File: config.mk
export PLATFORM = sky130hd
export DESIGN_NAME = pfd_ctrl
export DESIGN_NICKNAME = d
export VERILOG_FILES = /design/src/hdl/pfd_pkg.sv /design/src/hdl/pfd_ctrl.sv
export SDC_FILE = /design/constraint.sdc
export NUM_CORES = 1
export LEC_CHECK = 0
export ABC_CLOCK_PERIOD_IN_PS = 900
export BUFFER_PORTS_ARGS = -buffer_cell sky130_fd_sc_hd__buf_2
export CAP_MARGIN = 20
export CORE_AREA = 2 2 39 41
export DETAILED_ROUTE_END_ITERATION = 16
export DIE_AREA = 0 0 41 43
export GPL_TIMING_DRIVEN = 0
export PLACE_DENSITY = 0.58
export SLEW_MARGIN = 20
export SYNTH_ARGS = -nofsm -noshare
export SYNTH_HDL_FRONTEND = slang
export SYNTH_SLANG_ARGS = --single-unit
File: constraint.sdc
create_clock -name clk -period 0.9 [get_ports clk]
set_input_delay 0.045 -clock clk [delete_from_list [all_inputs] [get_ports clk]]
set_output_delay 0.045 -clock clk [all_outputs]
set_load 0.005 [all_outputs]
File: src/hdl/pfd_pkg.sv
`timescale 1ns / 1ps

package pfd_pkg;

  // Defaults for the top-level parameters
  localparam int ADC_BITS_DEF   = 12;
  localparam int ACCUM_BITS_DEF = 32;

  // Fixed field and intermediate widths
  localparam int TEMP_W   = 17;
  localparam int ERR_W    = 18;
  localparam int P_W      = 35;
  localparam int D_W      = 43;
  localparam int MAG_W    = 48;
  localparam int HALF_W   = 24;
  localparam int PART_W   = 48;
  localparam int PROD_W   = 72;
  localparam int I_W      = 60;
  localparam int SUM_W    = 61;
  localparam int X5_W     = 63;
  localparam int QUOT_SH  = 25;
  localparam int QUOT_W   = X5_W - QUOT_SH;
  localparam int DUTY_W   = 8;
  localparam int CFG_IDX_W = 3;
  localparam int CFG_DATA_W = 24;

  // 500 degrees full scale in Q.8
  localparam logic [TEMP_W-1:0] TEMP_SCALE = 17'd128000;
  localparam logic [PROD_W-1:0] I_LIMIT    = PROD_W'(1) << 58;

  // Register reset values
  localparam logic [15:0]       TARGET_RST = 16'd5120;
  localparam logic [15:0]       PROP_RST   = 16'd256;
  localparam logic [23:0]       INTEG_RST  = 24'd1;
  localparam logic [23:0]       DERIV_RST  = 24'd65535;
  localparam logic [DUTY_W-1:0] DUTY_MAX_RST = 8'd250;
  localparam logic [DUTY_W-1:0] DUTY_RST   = 8'd131;

  // Register indexes
  typedef enum logic [CFG_IDX_W-1:0] {
    REG_TARGET = 3'd0,
    REG_PROP   = 3'd1,
    REG_INTEG  = 3'd2,
    REG_DERIV  = 3'd3,
    REG_DMAX   = 3'd4
  } reg_idx_t;

  // Sequencer states
  typedef enum logic [3:0] {
    ST_IDLE,
    ST_TEMP,
    ST_ERR,
    ST_MUL,
    ST_MAG,
    ST_ILO,
    ST_IHI,
    ST_ISAT,
    ST_SUM,
    ST_ABS,
    ST_QUOT,
    ST_DUTY
  } state_t;

  // Datapath load strobes
  typedef struct packed {
    logic ld_adc;
    logic ld_temp;
    logic ld_err;
    logic ld_mul;
    logic ld_mag;
    logic ld_ilo;
    logic ld_ihi;
    logic ld_isat;
    logic ld_sum;
    logic ld_abs;
    logic ld_quot;
    logic commit;
  } pfd_cmd_t;

  typedef struct packed {
    logic out_free;
  } pfd_status_t;

endpackage

File: src/hdl/pfd_ctrl.sv
`timescale 1ns / 1ps

module pfd_ctrl (
  input  logic               clk,
  input  logic               rst_n,
  input  logic               in_valid,
  output logic               in_ready,
  input  pfd_pkg::pfd_status_t status,
  output pfd_pkg::pfd_cmd_t    cmd
);
  import pfd_pkg::*;

  state_t state_r, state_nxt;

  // State register
  always_ff @(posedge clk) begin
    if (!rst_n) begin
      state_r <= ST_IDLE;
    end else begin
      state_r <= state_nxt;
    end
  end

  // Step through the sequence, one load per state
  always_comb begin
    state_nxt = state_r;
    cmd       = '0;
    in_ready  = 1'b0;
    case (state_r)
      ST_IDLE: begin
        in_ready = 1'b1;
        if (in_valid) begin
          cmd.ld_adc = 1'b1;
          state_nxt  = ST_TEMP;
        end
      end
      ST_TEMP: begin
        cmd.ld_temp = 1'b1;
        state_nxt   = ST_ERR;
      end
      ST_ERR: begin
        cmd.ld_err = 1'b1;
        state_nxt  = ST_MUL;
      end
      ST_MUL: begin
        cmd.ld_mul = 1'b1;
        state_nxt  = ST_MAG;
      end
      ST_MAG: begin
        cmd.ld_mag = 1'b1;
        state_nxt  = ST_ILO;
      end
      ST_ILO: begin
        cmd.ld_ilo = 1'b1;
        state_nxt  = ST_IHI;
      end
      ST_IHI: begin
        cmd.ld_ihi = 1'b1;
        state_nxt  = ST_ISAT;
      end
      ST_ISAT: begin
        cmd.ld_isat = 1'b1;
        state_nxt   = ST_SUM;
      end
      ST_SUM: begin
        cmd.ld_sum = 1'b1;
        state_nxt  = ST_ABS;
      end
      ST_ABS: begin
        cmd.ld_abs = 1'b1;
        state_nxt  = ST_QUOT;
      end
      ST_QUOT: begin
        cmd.ld_quot = 1'b1;
        state_nxt   = ST_DUTY;
      end
      ST_DUTY: begin
        // Hold until the output register is free
        if (status.out_free) begin
          cmd.commit = 1'b1;
          state_nxt  = ST_IDLE;
        end
      end
      default: begin
        state_nxt = ST_IDLE;
      end
    endcase
  end

endmodule

==> results.md <==
- Internal power: 501 µW
- Register bit total from synthesis: 4
- Sw Pwr: 201 µW
- Critical path arrival: 1.16 ns
- Register area: 90.1 µm²
- Bufs on Longest Clock Path: 2
- Simple-gate share of the synthesized area: 48.6%
- Setup TNS Final: -3.73 ns
- Min Tclk post-route: 1.21 ns
- Relative slew slack: 81.4%
- Die Area: 1760 µm²
- Most flop-heavy register: state_r
- R2R Path Start: state_r[3]
- Fraction of layout cells with a size suffix above 1: 82.2%
- Mapped cell area: 307 µm²
- Number of diodes: 0
- Clk slew on worst S/H paths: 0.03 ns
- Initial DRC Count: 3
- CP Launch Point: state_r[2]
- Fin area: 713 µm²
- Die width: 41 µm
- Crit path cell chain: buf_6 -> nor4_4 -> and2_1 -> buf_2
- Combinational power share: 40.1%
- Final Skew: 0.000723 ns
- Final Cycle Share: 134%
- Placed cells: 73
- Synth Warn #: 0
- Syn nets: 45
- Row count: 14
- Worst min path class: in -> reg
- Antenna viol nets, final: 0
- Mapped Cells: 41
- Sequential Power Share: 29.6%
- DR top layer: met3
- Post-route DRC: 0
- Static Leak: 0.000341 µW
- Post-synthesis compound-gate area fraction: 16.7%
- DR pass1 iterations: 4
- Critical Path RT: 0.85 ns
- Fmax: 830 MHz
- Cts hold-fix bufs: 0
- Total Nets Final: 79
- Critical path capture point type: output pin
- Crit-path slowest cell: dfxtp_2
- Die height: 43 µm
- Sequential fraction of the synthesis area: 26.1%
- CTS tree: yes
- Post-synthesis mux area share: 0%
- Cts bufs inserted: 3
- Multi-input logic area: 328 µm²
- Critical-path maximum fanout: 4
- Commonest non-fill, non-tap cell in the layout: buf_2
- CP max stage delay: 0.31 ns
- Initial antenna violation count: 0
- Switch share: 28.6%
- Number of port buffers: 16
- Post-DP Area: 437 µm²
- Adder-cell share of the synthesized area: 0%
- Startpoint class of the critical path: flop
- Largest register FFs: 4
- Core ar.: 1380 µm²
- Run status: finished, violations left
- R2R setup slack: -0.15 ns
- Final hold slack: 0.121 ns
- Global route overflow: 0
- WL/cell: 13.2 µm
- Post-synthesis xor/xnor area fraction: 0%
- Routed vias: 423
- Htree depth: 1
- Worst-margin pin slew: 0.279 ns
- First-pass GRT wire length: 1.79 mm
- RSZ-0062 raised after global routing: yes
- Non-filler cells, final: 89
- Total power divided by cell area: 983 nW/µm²
- Max-cap violations: 0
- Max-slew violations: 0
- Endpoints failing setup: 17
- CTS root buf: clkbuf_4
- Final setup margin: -0.305 ns
- Vias per cell: 4.75
- I/O Pins: 17
- End of the critical path: cmd[11]
- Area grow syn2layout: 133%
- Overall Global Routing Usage: 15.4%
- Number of global-route vias before repair: 402
- Filler cells: 125
- Biggest regs: state_r (4)
- Clock sink total: 4
- Main combinational cell family by area after synthesis: simple AND/OR/NAND/NOR gates
- Clk network pwr share: 30.3%
- Met3 wire len: 54 µm
- Worst R2R End: state_r[0]
- Avg Cell Area, Syn: 7.48 µm²
- Pin count of the biggest net entering global routing: 8
- Met2 WL: 644 µm
- Peak VDD IR: 519 µV
- Met1 Wirelength: 477 µm
- Most frequent cells in the layout: buf_2 (16), buf_4 (8), buf_6 (7)
- Setup CP Type: reg -> out
- Final Wtd Congestion: 0.719
- R2R depth: 5
- Distinct cells, synth: 17
- Failing checks: negative setup slack
- Initial Util: 22.2%
- Clock Latency Late Sink: 0.23 ns
- Final wirelength: 1.18 mm
- Post-DP HPWL: 659 µm
- Final hold viol count: 0
==> final cells by class <==
| type | count | area share (%) |
|---|---|---|
| buffer | 4 | 6.84 |
| clock buffer | 3 | 3.16 |
| inverter | 1 | 0.526 |
| multi-input combinational | 32 | 46.0 |
| sequential | 4 | 12.6 |
| tap | 16 | 2.81 |
| timing repair buffer | 29 | 28.1 |
==> what timing repair did <==
item	CTS	global route
setup endpoints to repair	17	17
pin swaps	9	4
buffers inserted	11	2
resized for setup	21	13
==> metal layers <==
| layer | global-route usage, % | vias to the layer above |
|---|---|---|
| met4 | 12.0 | 0 |
| li1 | - | 208 |
| met2 | 22.5 | 15 |
| met3 | 3.14 | 0 |
| met1 | 18.4 | 200 |
| met5 | 0 | - |
==> power by group through the flow <==
| stage | logic [µW] | registers (µW) | clock network (µW) |
|---|---|---|---|
| 2_1_floorplan | 105 | 207 | 0 |
| 5_1_grt | 305 | 210 | 222 |
| 3_5_place_dp | 154 | 209 | 0 |
| 6_report | 281 | 208 | 212 |
| 4_1_cts | 247 | 206 | 221 |
| 3_3_place_gp | 152 | 209 | 0 |
==> worst max-delay path, delay by kind of cell, from the launching register on <==
| family | cells | cell delay (ns) |
|---|---|---|
| AND/OR/NAND/NOR | 2 | 0.40 |
| buffers and inverters | 2 | 0.22 |
| flip-flops | 1 | 0.31 |
==> kinds of logic after synthesis <==
logic type	count (synthesis)
compound gates	6
simple gates	26
buf+inv	5
flops	4
==> metrics by stage <==
| step | power, µW | setup WS (ns) | utilization [%] |
|---|---|---|---|
| 6_report | 701 | -0.305 | 51.5 |
| 5_1_grt | 737 | -0.368 | 51.5 |
| 4_1_cts | 674 | -0.322 | 45.7 |
| 3_5_place_dp | 363 | -0.112 | 31.6 |
| 3_3_place_gp | 360 | -0.0847 | 31.6 |
| 2_1_floorplan | 312 | -0.0116 | - |
==> synth_stat cells <==
cell type	number	area share, %
a211oi_1	3	7.3
a21bo_1	2	6.5
and2_1	2	4.1
and3_1	1	2.0
buf_2	3	4.9
buf_4	1	2.4
dfxtp_1	4	26
inv_1	1	1.2
nand2_1	1	1.2
nand2b_1	5	10
nand3b_1	3	7.3
nor2_1	6	7.3
nor2b_1	1	2.0
nor3_1	5	8.2
nor4_1	1	2.0
nor4_2	1	4.1
o32ai_1	1	2.9
==> how the worst min path moves through the flow <==
| stage | startpoint | endpoint | slack (ns) | cells past startpoint |
|---|---|---|---|---|
| final | status | state_r[1] | 0.12 | 3 |
| after floorplan | rst_n | state_r[2] | 0.18 | 2 |
| after CTS | rst_n | state_r[2] | 0.09 | 3 |
| after detailed placement | rst_n | state_r[2] | 0.34 | 3 |
| after global placement | rst_n | state_r[2] | 0.33 | 3 |
| after global routing | rst_n | state_r[2] | 0.14 | 3 |
Power figures use the tool's default switching activity.
